## src/sv/wsfr_pkg.sv

```systemverilog
// ============================================================================
// WebSocket frame receiver package
// Shared types and constants for the frame parser: parse phases, length
// escape codes, opcodes that need a reply, reply codes and field widths.
// ============================================================================
package wsfr_pkg;

    // Parse phase of the receiver.
    typedef enum logic [2:0] {
        PH_HDR0    = 3'd0,
        PH_LEN     = 3'd1,
        PH_EXT16   = 3'd2,
        PH_EXT64   = 3'd3,
        PH_KEY     = 3'd4,
        PH_PAYLOAD = 3'd5
    } t_phase;

    // Result kind carried on the output tuser.
    typedef enum logic {
        KIND_HEADER  = 1'b0,
        KIND_PAYLOAD = 1'b1
    } t_kind;

    // Seven-bit length codes that escape to an extended length.
    localparam logic [6:0] LEN_EXT16 = 7'd126;
    localparam logic [6:0] LEN_EXT64 = 7'd127;

    // Last byte index of the extended length and key fields.
    localparam logic [2:0] EXT16_LAST = 3'd1;
    localparam logic [2:0] EXT64_LAST = 3'd7;
    localparam logic [2:0] KEY_LAST   = 3'd3;

    // Control opcodes that ask for a reply.
    localparam logic [3:0] OP_CLOSE = 4'h8;
    localparam logic [3:0] OP_PING  = 4'h9;

    // Reply codes.
    localparam logic [1:0] REPLY_NONE  = 2'd0;
    localparam logic [1:0] REPLY_PONG  = 2'd1;
    localparam logic [1:0] REPLY_CLOSE = 2'd2;

    // Output tdata width: 83 field bits padded to whole bytes.
    localparam int unsigned OUT_BITS  = 83;
    localparam int unsigned OUT_WIDTH = 88;

endpackage

```

## src/sv/websocket_frame_receiver.sv

```systemverilog
// ============================================================================
// WebSocket frame receiver
// Parses a received byte stream into frames: header fields, extended length,
// masking key, and unmasked payload bytes with a last mark per frame.
// ============================================================================
// Usage:
//   Raw bytes from the connection enter on the slave stream (s_axis_*), one
//   byte per transfer. Results leave on the master stream (m_axis_*): a header
//   result once the frame header (and key, if masked) is complete, then one
//   result per payload byte, unmasked. tuser tells the two kinds apart and
//   tlast marks the final result of a frame (the header result itself for an
//   empty payload). Header bytes other than the last one give no result.
//   Every result repeats the frame's FIN, RSV, opcode, mask bit and length;
//   the reply field asks for a pong or close on the final result only.
// Timing:
//   A result is registered and appears in the cycle after the byte that causes it is accepted.
//   One byte is accepted every cycle while the output is not stalled; the parse
//   step and the output register form a single stage, so the sustained rate is
//   one byte per cycle. When the receiver stalls, the pending result holds in
//   the output register and s_axis_tready drops until it is taken.
// Reset:
//   Synchronous, active low. The parser returns to waiting for the first
//   header byte and the output register is emptied.
module websocket_frame_receiver (
    input  logic        i_clk,
    input  logic        i_rst_n,
    // Raw byte stream.
    input  logic        s_axis_tvalid,
    output logic        s_axis_tready,
    input  logic [7:0]  s_axis_tdata,    // [7:0] byte_in
    // Parsed result stream.
    output logic        m_axis_tvalid,
    input  logic        m_axis_tready,
    output logic [87:0] m_axis_tdata,    // [7:0] data_byte, [8] fin_flag,
                                         // [11:9] reserved_bits, [15:12] opcode,
                                         // [16] masked, [80:17] payload_length,
                                         // [82:81] reply, [87:83] zero
    output logic        m_axis_tuser,    // [0] kind
    output logic        m_axis_tlast     // last
);
    import wsfr_pkg::*;

    // Parser state.
    t_phase          r_phase,       n_phase;
    logic [2:0]      r_byte_count,  n_byte_count;
    logic [63:0]     r_remaining,   n_remaining;
    logic [63:0]     r_frame_len,   n_frame_len;
    logic [3:0][7:0] r_xor_key,     n_xor_key;
    logic [1:0]      r_key_index,   n_key_index;
    logic [8:0]      r_header_bits, n_header_bits;

    // Output register.
    logic                 r_out_valid;
    t_kind                r_out_kind;
    logic                 r_out_last;
    logic [OUT_WIDTH-1:0] r_out_data;

    // Step results.
    logic                 in_fire;
    logic                 len_done;
    logic                 hdr_done;
    logic                 emit;
    t_kind                emit_kind;
    logic                 emit_last;
    logic [7:0]           emit_byte;
    logic [1:0]           emit_reply;
    logic [OUT_WIDTH-1:0] n_out_data;

    // A byte is taken when the output register is empty or being emptied.
    assign s_axis_tready = !r_out_valid || m_axis_tready;
    assign in_fire       = s_axis_tvalid && s_axis_tready;

    // Next state and result of one parse step.
    always_comb begin
        n_phase       = r_phase;
        n_byte_count  = r_byte_count;
        n_remaining   = r_remaining;
        n_frame_len   = r_frame_len;
        n_xor_key     = r_xor_key;
        n_key_index   = r_key_index;
        n_header_bits = r_header_bits;
        len_done      = 1'b0;
        hdr_done      = 1'b0;
        emit          = 1'b0;
        emit_kind     = KIND_HEADER;
        emit_last     = 1'b0;
        emit_byte     = 8'd0;

        if (in_fire) begin
            unique case (r_phase)
                PH_LEN: begin
                    n_header_bits[0] = s_axis_tdata[7];
                    n_byte_count     = 3'd0;
                    n_frame_len      = 64'd0;
                    if (s_axis_tdata[6:0] == LEN_EXT16) begin
                        n_phase = PH_EXT16;
                    end else if (s_axis_tdata[6:0] == LEN_EXT64) begin
                        n_phase = PH_EXT64;
                    end else begin
                        n_frame_len = {57'd0, s_axis_tdata[6:0]};
                        len_done    = 1'b1;
                    end
                end
                PH_EXT16: begin
                    n_frame_len = {r_frame_len[55:0], s_axis_tdata};
                    if (r_byte_count >= EXT16_LAST) begin
                        len_done = 1'b1;
                    end else begin
                        n_byte_count = r_byte_count + 3'd1;
                    end
                end
                PH_EXT64: begin
                    n_frame_len = {r_frame_len[55:0], s_axis_tdata};
                    if (r_byte_count >= EXT64_LAST) begin
                        len_done = 1'b1;
                    end else begin
                        n_byte_count = r_byte_count + 3'd1;
                    end
                end
                PH_KEY: begin
                    n_xor_key[r_byte_count[1:0]] = s_axis_tdata;
                    if (r_byte_count >= KEY_LAST) begin
                        n_byte_count = 3'd0;
                        hdr_done     = 1'b1;
                    end else begin
                        n_byte_count = r_byte_count + 3'd1;
                    end
                end
                PH_PAYLOAD: begin
                    n_key_index = r_key_index + 2'd1;
                    n_remaining = r_remaining - 64'd1;
                    emit        = 1'b1;
                    emit_kind   = KIND_PAYLOAD;
                    emit_byte   = s_axis_tdata ^ r_xor_key[r_key_index];
                    if (n_remaining == 64'd0) begin
                        emit_last = 1'b1;
                        n_phase   = PH_HDR0;
                    end
                end
                default: begin
                    // First header byte; unused phase codes land here too.
                    n_header_bits = {s_axis_tdata[7], s_axis_tdata[6:4],
                                     s_axis_tdata[3:0], 1'b0};
                    n_frame_len   = 64'd0;
                    n_remaining   = 64'd0;
                    n_xor_key     = '0;
                    n_key_index   = 2'd0;
                    n_byte_count  = 3'd0;
                    n_phase       = PH_LEN;
                end
            endcase

            // Length known: read the key if masked, else finish the header.
            if (len_done) begin
                n_byte_count = 3'd0;
                n_xor_key    = '0;
                if (n_header_bits[0]) begin
                    n_phase = PH_KEY;
                end else begin
                    hdr_done = 1'b1;
                end
            end

            // Header complete: give the header result.
            if (hdr_done) begin
                n_remaining = n_frame_len;
                n_key_index = 2'd0;
                emit        = 1'b1;
                emit_kind   = KIND_HEADER;
                if (n_frame_len == 64'd0) begin
                    emit_last = 1'b1;
                    n_phase   = PH_HDR0;
                end else begin
                    n_phase = PH_PAYLOAD;
                end
            end
        end
    end

    // Reply request on the final result of ping and close frames.
    always_comb begin
        emit_reply = REPLY_NONE;
        if (emit_last) begin
            if (n_header_bits[4:1] == OP_PING) begin
                emit_reply = REPLY_PONG;
            end else if (n_header_bits[4:1] == OP_CLOSE) begin
                emit_reply = REPLY_CLOSE;
            end
        end
    end

    // Pack the result fields, highest field first.
    assign n_out_data = {{(OUT_WIDTH - OUT_BITS){1'b0}}, emit_reply, n_frame_len,
                         n_header_bits[0], n_header_bits[4:1], n_header_bits[7:5],
                         n_header_bits[8], emit_byte};

    // Parser state register.
    always_ff @(posedge i_clk) begin
        if (!i_rst_n) begin
            r_phase       <= PH_HDR0;
            r_byte_count  <= 3'd0;
            r_remaining   <= 64'd0;
            r_frame_len   <= 64'd0;
            r_xor_key     <= '0;
            r_key_index   <= 2'd0;
            r_header_bits <= 9'd0;
        end else begin
            r_phase       <= n_phase;
            r_byte_count  <= n_byte_count;
            r_remaining   <= n_remaining;
            r_frame_len   <= n_frame_len;
            r_xor_key     <= n_xor_key;
            r_key_index   <= n_key_index;
            r_header_bits <= n_header_bits;
        end
    end

    // Output register: loaded on each accepted byte, emptied on a transfer.
    always_ff @(posedge i_clk) begin
        if (!i_rst_n) begin
            r_out_valid <= 1'b0;
        end else if (in_fire) begin
            r_out_valid <= emit;
        end else if (m_axis_tready) begin
            r_out_valid <= 1'b0;
        end
    end

    always_ff @(posedge i_clk) begin
        if (in_fire && emit) begin
            r_out_kind <= emit_kind;
            r_out_last <= emit_last;
            r_out_data <= n_out_data;
        end
    end

    assign m_axis_tvalid = r_out_valid;
    assign m_axis_tdata  = r_out_data;
    assign m_axis_tuser  = r_out_kind;
    assign m_axis_tlast  = r_out_last;

`ifndef ASSERT_OFF
    // A reply is only ever requested on the final result of a frame.
    a_reply_on_last: assert property (@(posedge i_clk) disable iff (!i_rst_n)
        (r_out_valid && (r_out_data[82:81] != REPLY_NONE)) |-> r_out_last)
        else $error("reply requested on a result that is not last");

    // A close reply belongs to a close frame.
    a_close_opcode: assert property (@(posedge i_clk) disable iff (!i_rst_n)
        (r_out_valid && (r_out_data[82:81] == REPLY_CLOSE))
            |-> (r_out_data[15:12] == OP_CLOSE))
        else $error("close reply on a frame that is not a close frame");

    // A header result that ends the frame has an empty payload.
    a_empty_header: assert property (@(posedge i_clk) disable iff (!i_rst_n)
        (r_out_valid && (r_out_kind == KIND_HEADER) && r_out_last)
            |-> (r_out_data[80:17] == 64'd0))
        else $error("final header result with nonzero payload length");

    // In the payload phase at least one byte is still due.
    a_payload_left: assert property (@(posedge i_clk) disable iff (!i_rst_n)
        (r_phase == PH_PAYLOAD) |-> (r_remaining != 64'd0))
        else $error("payload phase with no bytes remaining");

    // Input is held back only while a result waits in the output register.
    a_stall_cause: assert property (@(posedge i_clk) disable iff (!i_rst_n)
        !s_axis_tready |-> (r_out_valid && !m_axis_tready))
        else $error("input stalled without a pending result");
`endif

endmodule

```

## config.mk

```make
export PLATFORM = sky130hd
export DESIGN_NAME = websocket_frame_receiver
export DESIGN_NICKNAME = d
export VERILOG_FILES = /design/src/sv/wsfr_pkg.sv /design/src/sv/websocket_frame_receiver.sv
export SDC_FILE = /design/constraint.sdc
export NUM_CORES = 1
export LEC_CHECK = 0
export BUFFER_PORTS_ARGS = -buffer_cell sky130_fd_sc_hd__buf_2
export CAP_MARGIN = 20
export CORE_MARGIN = 2
export CORE_UTILIZATION = 60
export DETAILED_ROUTE_END_ITERATION = 10
export MAX_ROUTING_LAYER = met4
export PLACE_DENSITY = 0.85
export SETUP_SLACK_MARGIN = 0.2
export SLEW_MARGIN = 20
export SYNTH_ARGS = -nofsm -noshare
export SYNTH_HDL_FRONTEND = slang
export SYNTH_SLANG_ARGS = --single-unit
```

## constraint.sdc

```tcl
create_clock -name i_clk -period 9.5 [get_ports i_clk]
set_input_delay 0.475 -clock i_clk [delete_from_list [all_inputs] [get_ports i_clk]]
set_output_delay 0.475 -clock i_clk [all_outputs]
set_load 0.02 [all_outputs]
```

==> flow_summary.json, run 1 <==
{
  "synth.distinct_cells": 69,
  "drc_errors": 0,
  "drv_cap": 0,
  "root_buffer": "clkbuf_16",
  "overflow": 0,
  "synth-xor-area-share_pct": 1.75,
  "ys_seq_area_share_pct": 46.9,
  "layout_min_cycle_time_ns": 4.66,
  "max_freq_ghz": 0.214,
  "postCtsHoldBufs": 0,
  "worstHoldEndpoint": "m_axis_tvalid$_SDFFE_PN0P_",
  "ctsLongestPathBuffers": 3,
  "ir_worst_vdd_v": 0.000180,
  "powerDensity_nw_per_um2": 200,
  "gp_congestion": 0.940,
  "finalMaxSlewViolations": 0,
  "rsz0062_at_grt": "false",
  "hold_viol": 0,
  "start_kind": "register",
  "syn_area_um2": 13000,
  "cp.required_ns": 9.86,
  "path_class": "reg -> reg",
  "synth-compound-area-share_pct": 22.7,
  "drive_above_1_share_pct": 13.3,
  "yosys.area.top_type": "dfxtp_1",
  "htree_num_levels": 1,
  "num_rows": 53,
  "wl_mm": 37.9,
  "grt_pass1_vias": 10600,
  "area_growth_pct": 11.0,
  "n_fill_cell": 1552,
  "dieWidth_um": 151,
  "synth_adder_area_share_pct": 0.768,
  "p_leak_nw": 5.20,
  "async_reset_ff_share_pct": 0,
  "initial_core_util_pct": 61.6,
  "cts_buffers": 27,
  "final_cell_mix": "178 x dfxtp_1, 119 x a22oi_1, 97 x buf_2",
  "track_usage_pct": 33.3,
  "dr.pass1.iters": 7,
  "crit_arrival_ns": 5.03,
  "holdCritPathClass": "in -> reg",
  "yosys_register_bits": 263,
  "r2r_end": "m_axis_tdata[81]$_SDFFCE_PN0P_",
  "yosys.area_share.simple_pct": 21.6,
  "min_from": "m_axis_tready",
  "die_y_um": 151,
  "die-area_um2": 22900,
  "io_pins": 104,
  "rr_worst_depth": 9,
  "status": "finished clean",
  "cts_tree": "yes",
  "drt_iter0_markers": 1195,
  "synth_top_family_by_area": "compound AO/OA/AOI/OAI gates",
  "synth_flop_cell": "dfxtp_1",
  "period_share_pct": 49.1,
  "cts_resized": 0,
  "clkSlewWorstSetupHoldPaths_ns": 0.06,
  "slew_headroom_pct": 29.3,
  "synth_edf_count": 85,
  "tightestPinTransition_ns": 1.06,
  "end_kind": "register",
  "min_delay_path_depth": 3,
  "r2r_slack_ns": 4.84,
  "num_antenna_cells": 0,
  "vias_per_cell": 6.79,
  "clk_latency_ns": 0.57,
  "netlist_instances": 1373,
  "final_common_cell": "dfxtp_1",
  "antenna_found_initial": 0,
  "setup_viol": 0,
  "grt_max_degree": 142,
  "core_area_um2": 21200,
  "synth_top_area_share_pct": 27.3,
  "instances_no_fill": 1697,
  "dp_hpwl_mm": 24.8,
  "place_inst": 1647,
  "grt_first_pass_wirelength_mm": 58.0,
  "final_antenna_net_count": 0,
  "synth_warnings": 0,
  "finalSetupTns_ns": 0,
  "cp_max_fo": 16,
  "vias": 11500,
  "rr_startpoint": "r_remaining[13]$_SDFFE_PN0P_",
  "syn_area_per_cell_um2": 9.49,
  "skew_ns": 0.0255,
  "nNetsFinal": 1421,
  "cts_sinks": 263,
  "port_buffers": 98,
  "synthMuxAreaShare_pct": 2.05,
  "synth_area_leaders": "dfxtp_1 27%, edfxtp_1 20%, a22oi_1 6.9%",
  "wl_per_cell_um": 22.3,
  "postCtsSetupRepairBufs": 0
}
routing by layer:
metal  vias up  routed length, um  part of all wire (%)  global-route usage, %
met5         -                  0                     0                      -
met3       129               2810                   7.4                   4.22
met1      5552              14800                    39                   41.2
met2       618              18200                    48                   53.8
li1       5232                  -                     -                      -
met4         0               2110                   5.6                   16.8
cell type report:
cell class	instances	area [um^2]	area share (%)
Timing Repair Buffer	110	587	4.06
Sequential cell	263	6120	42.3
Tap cell	275	344	2.38
Inverter	18	67.6	0.467
Clock inverter	13	166	1.15
Clock buffer	37	734	5.08
Multi-Input combinational cell	981	6450	44.6
cells in the mapped netlist (5+ instances only):
library cell,number
nor2_1,88
nand2_1,77
a21oi_1,22
o21ai_1,5
a21boi_1,6
ha_1,8
nand3_1,12
or3_1,13
buf_4,5
nor3_1,35
and2_1,85
edfxtp_1,85
a22o_1,63
nor4b_1,5
mux2_2,6
a31oi_1,6
xor2_1,10
a22oi_1,119
nor2b_1,66
inv_1,18
mux4_2,8
nand4_1,18
nand4b_1,6
xnor2_1,16
o22ai_1,23
nand2b_1,8
o21ai_0,94
a32oi_1,8
or4_1,8
clkbuf_1,103
o221ai_1,8
or2_2,7
o211a_1,7
nor4_1,50
dfxtp_1,178
a21boi_0,18
how the worst max path moves through the flow:
stage	from	to	slack, ns
6_report	r_remaining[13]$_SDFFE_PN0P_	m_axis_tdata[81]$_SDFFCE_PN0P_	4.84
5_1_grt	r_remaining[13]$_SDFFE_PN0P_	m_axis_tdata[81]$_SDFFCE_PN0P_	4.52
4_1_cts	r_remaining[13]$_SDFFE_PN0P_	m_axis_tdata[81]$_SDFFCE_PN0P_	5.00
3_5_place_dp	r_remaining[13]$_SDFFE_PN0P_	m_axis_tdata[81]$_SDFFCE_PN0P_	5.09
3_3_place_gp	r_remaining[13]$_SDFFE_PN0P_	m_axis_tdata[81]$_SDFFCE_PN0P_	5.26
2_1_floorplan	s_axis_tdata[3]	m_axis_tdata[0]$_SDFFCE_PN0P_	2.91
state kept, by name (all words and copies together), names as in the netlist:
signal         flops
r_byte_count       3
r_frame_len       64
r_remaining       64
r_phase            3
r_header_bits      9
m_axis_tuser       1
r_key_index        2
r_xor_key         32
m_axis_tlast       1
m_axis_tdata      83
m_axis_tvalid      1
worst max-delay path, stage by stage, from the launching register on:
cell and delay, ns:
dfxtp_1 0.40, nor4_1 0.73, nand4_1 0.33, nor2_1 0.89, nand2_1 0.15, a2111oi_0 0.52, nand4_1 0.21, nor4_2 0.70
a21oi_1 0.21, nor4b_1 0.32
metrics by stage:
| stage | util [%] | power, mW | hold slack, ns | area, um^2 | setup WS (ns) |
|---|---|---|---|---|---|
| after CTS | 68.4 | 2.88 | 0.239 | 14500 | 5.00 |
| after global placement | 64.1 | 1.80 | 0.485 | 13600 | 5.26 |
| after floorplan | - | 1.67 | 0.456 | 13000 | 2.91 |
| final | 68.4 | 2.89 | 0.249 | 14500 | 4.84 |
| after detailed placement | 64.1 | 1.81 | 0.501 | 13600 | 5.09 |
| after global routing | 68.4 | 2.99 | 0.263 | 14500 | 4.52 |
logic make-up (layout without fill, tap and decap cells):
kind of cell / after synthesis / in the layout
adders and majority gates: 8 / 8
and+or+nand+nor: 508 / 508
DFF: 263 / 263
xor gates and xnor gates: 26 / 26
AOI/OAI and AO/OA: 418 / 418
buffers and inverters: 133 / 178
other: 1 / 5
muxes: 16 / 16
power by group:
group	leakage [nW]	internal [mW]	total, mW	switching, mW
registers	2.24	1.20	1.23	0.0269
logic	2.52	0.181	0.577	0.396
clock network	0.438	0.630	1.09	0.458
total	5.20	2.01	2.89	0.880
No activity file was read; power rests on OpenSTA's default activity.
==> run 2: changes to the inputs <==
Clock period 9.5 ns to 4.5 ns, I/O delays scaled along.
==> flow_summary.json, run 2 (same netlist as run 1, synthesis figures left out) <==
{
  "tightestPinTransition_ns": 1.10,
  "skew_ns": 0.0258,
  "root_buffer": "clkbuf_16",
  "clkSlewWorstSetupHoldPaths_ns": 0.06,
  "grt_first_pass_wirelength_mm": 58.8,
  "postCtsHoldBufs": 0,
  "vias_per_cell": 6.83,
  "place_inst": 1655,
  "antenna_found_initial": 0,
  "setup_viol": 0,
  "cts_resized": 0,
  "area_growth_pct": 11.5,
  "die-area_um2": 22900,
  "cp.required_ns": 4.84,
  "path_class": "reg -> reg",
  "core_area_um2": 21200,
  "clk_latency_ns": 0.55,
  "layout_min_cycle_time_ns": 4.01,
  "finalSetupTns_ns": 0,
  "final_antenna_net_count": 0,
  "ir_worst_vdd_v": 0.000386,
  "cts_tree": "yes",
  "largest_reg_flops": 83,
  "final_common_cell": "dfxtp_1",
  "drt_iter0_markers": 1291,
  "p_seq_share_pct": 42.5,
  "slew_headroom_pct": 26.5,
  "nNetsFinal": 1429,
  "dr.pass1.iters": 8,
  "n_fill_cell": 1593,
  "cp_max_fo": 10,
  "initial_core_util_pct": 61.6,
  "crit_arrival_ns": 4.36,
  "wl_mm": 37.8,
  "grt_pass1_vias": 10800,
  "final_cell_mix": "178 x dfxtp_1, 119 x a22oi_1, 97 x buf_2",
  "num_rows": 53,
  "swShare_pct": 30.1,
  "port_buffers": 98,
  "period_share_pct": 89.2,
  "pwr-share-clk_pct": 36.9,
  "overflow": 0,
  "drive_above_1_share_pct": 14.0,
  "wl_per_cell_um": 22.2,
  "ctsLongestPathBuffers": 3,
  "hold_viol": 0,
  "powerDensity_nw_per_um2": 419,
  "io_pins": 104,
  "vias": 11600,
  "drc_errors": 0,
  "holdCritPathClass": "in -> reg",
  "finish.utilization_pct": 68.7,
  "instances_no_fill": 1705,
  "p_sw_mw": 1.83,
  "postCtsSetupRepairBufs": 0,
  "num_antenna_cells": 0,
  "max_freq_ghz": 0.249,
  "rsz0062_at_grt": "false",
  "dieWidth_um": 151,
  "dp_hpwl_mm": 25.4,
  "cts_buffers": 27,
  "end_kind": "register",
  "finalMaxSlewViolations": 0,
  "start_kind": "register",
  "combinationalPowerShare_pct": 20.6,
  "grt_max_degree": 126,
  "htree_num_levels": 1,
  "die_y_um": 151,
  "drv_cap": 0,
  "cts_sinks": 263,
  "p_leak_nw": 5.23,
  "track_usage_pct": 33.7,
  "status": "finished clean",
  "gp_congestion": 0.938,
  "internal-power_mw": 4.26
}
[run 2: cell count changes in the layout (fill, tap and decap cells not counted)]
cell,previous run,this run
buf_12,0,1
buf_4,12,20
buf_6,1,0
clkbuf_1,9,8
clkinv_1,3,2
clkinv_2,2,3
clkinv_4,2,0
clkinvlp_4,0,4
inv_16,1,0
nor4_1,50,49
nor4_2,4,5
[run 2: final timing paths]
kind / startpoint / to / slack (ns) / depth (start not counted)
hold / removal: m_axis_tready / m_axis_tvalid$_SDFFE_PN0P_ / 0.02 / 3
hold reg to reg: r_remaining[16]$_SDFFE_PN0P_ / r_remaining[16]$_SDFFE_PN0P_ / 0.49 / 2
setup reg to reg: r_remaining[7]$_SDFFE_PN0P_ / m_axis_tdata[81]$_SDFFCE_PN0P_ / 0.49 / 10
setup / recovery: r_remaining[7]$_SDFFE_PN0P_ / m_axis_tdata[81]$_SDFFCE_PN0P_ / 0.49 / 10
[run 2: routing by layer]
| layer | up-vias | global-route usage [%] | wire length (um) | part of all wire [%] |
|---|---|---|---|---|
| li1 | 5252 | - | - | - |
| met1 | 5607 | 43.7 | 15200 | 40 |
| met2 | 657 | 53.6 | 18100 | 48 |
| met3 | 123 | 4.34 | 2860 | 7.6 |
| met4 | 0 | 14.3 | 1730 | 4.6 |
| met5 | - | - | 0 | 0 |
[run 2: critical path: stages (launching register included)]
cell and delay, ns:
dfxtp_1 0.39, or4_4 0.60, or4_4 0.64, or2_1 0.41, o41a_1 0.48, nor4_2 0.22
nand4b_1 0.19, nor4_2 0.32, buf_4 0.19, a21oi_1 0.10, nor4b_1 0.28
[run 2: layout make-up]
type | count | area, um^2 | area share [%]
multi-input cells | 981 | 6460 | 44.4
flip-flops and latches | 263 | 6120 | 42.1
clock buffers | 36 | 731 | 5.03
repair buffers | 118 | 656 | 4.51
well taps | 275 | 344 | 2.37
clock inverters | 14 | 160 | 1.10
inverters | 18 | 67.6 | 0.465
[run 2: power groups by stage]
| stage | Combinational (mW) | Clock [mW] | Sequential [mW] |
|---|---|---|---|
| global route | 1.36 | 2.35 | 2.59 |
| finish | 1.25 | 2.25 | 2.59 |
| CTS | 1.22 | 2.26 | 2.59 |
| global placement | 1.20 | 0 | 2.63 |
| detailed placement | 1.21 | 0 | 2.64 |
| floorplan | 0.844 | 0 | 2.68 |
[run 2: per-stage QoR]
stage / worst slack (ns) / hold WS, ns / instance area, um^2 / total power, mW
4_1_cts: 0.501 / 0.0123 / 14500 / 6.07
5_1_grt: 0.268 / 0.0345 / 14500 / 6.30
3_3_place_gp: 0.700 / 0.475 / 13600 / 3.83
3_5_place_dp: 0.566 / 0.481 / 13600 / 3.85
6_report: 0.486 / 0.0177 / 14500 / 6.09
2_1_floorplan: 0.772 / 0.456 / 13100 / 3.52
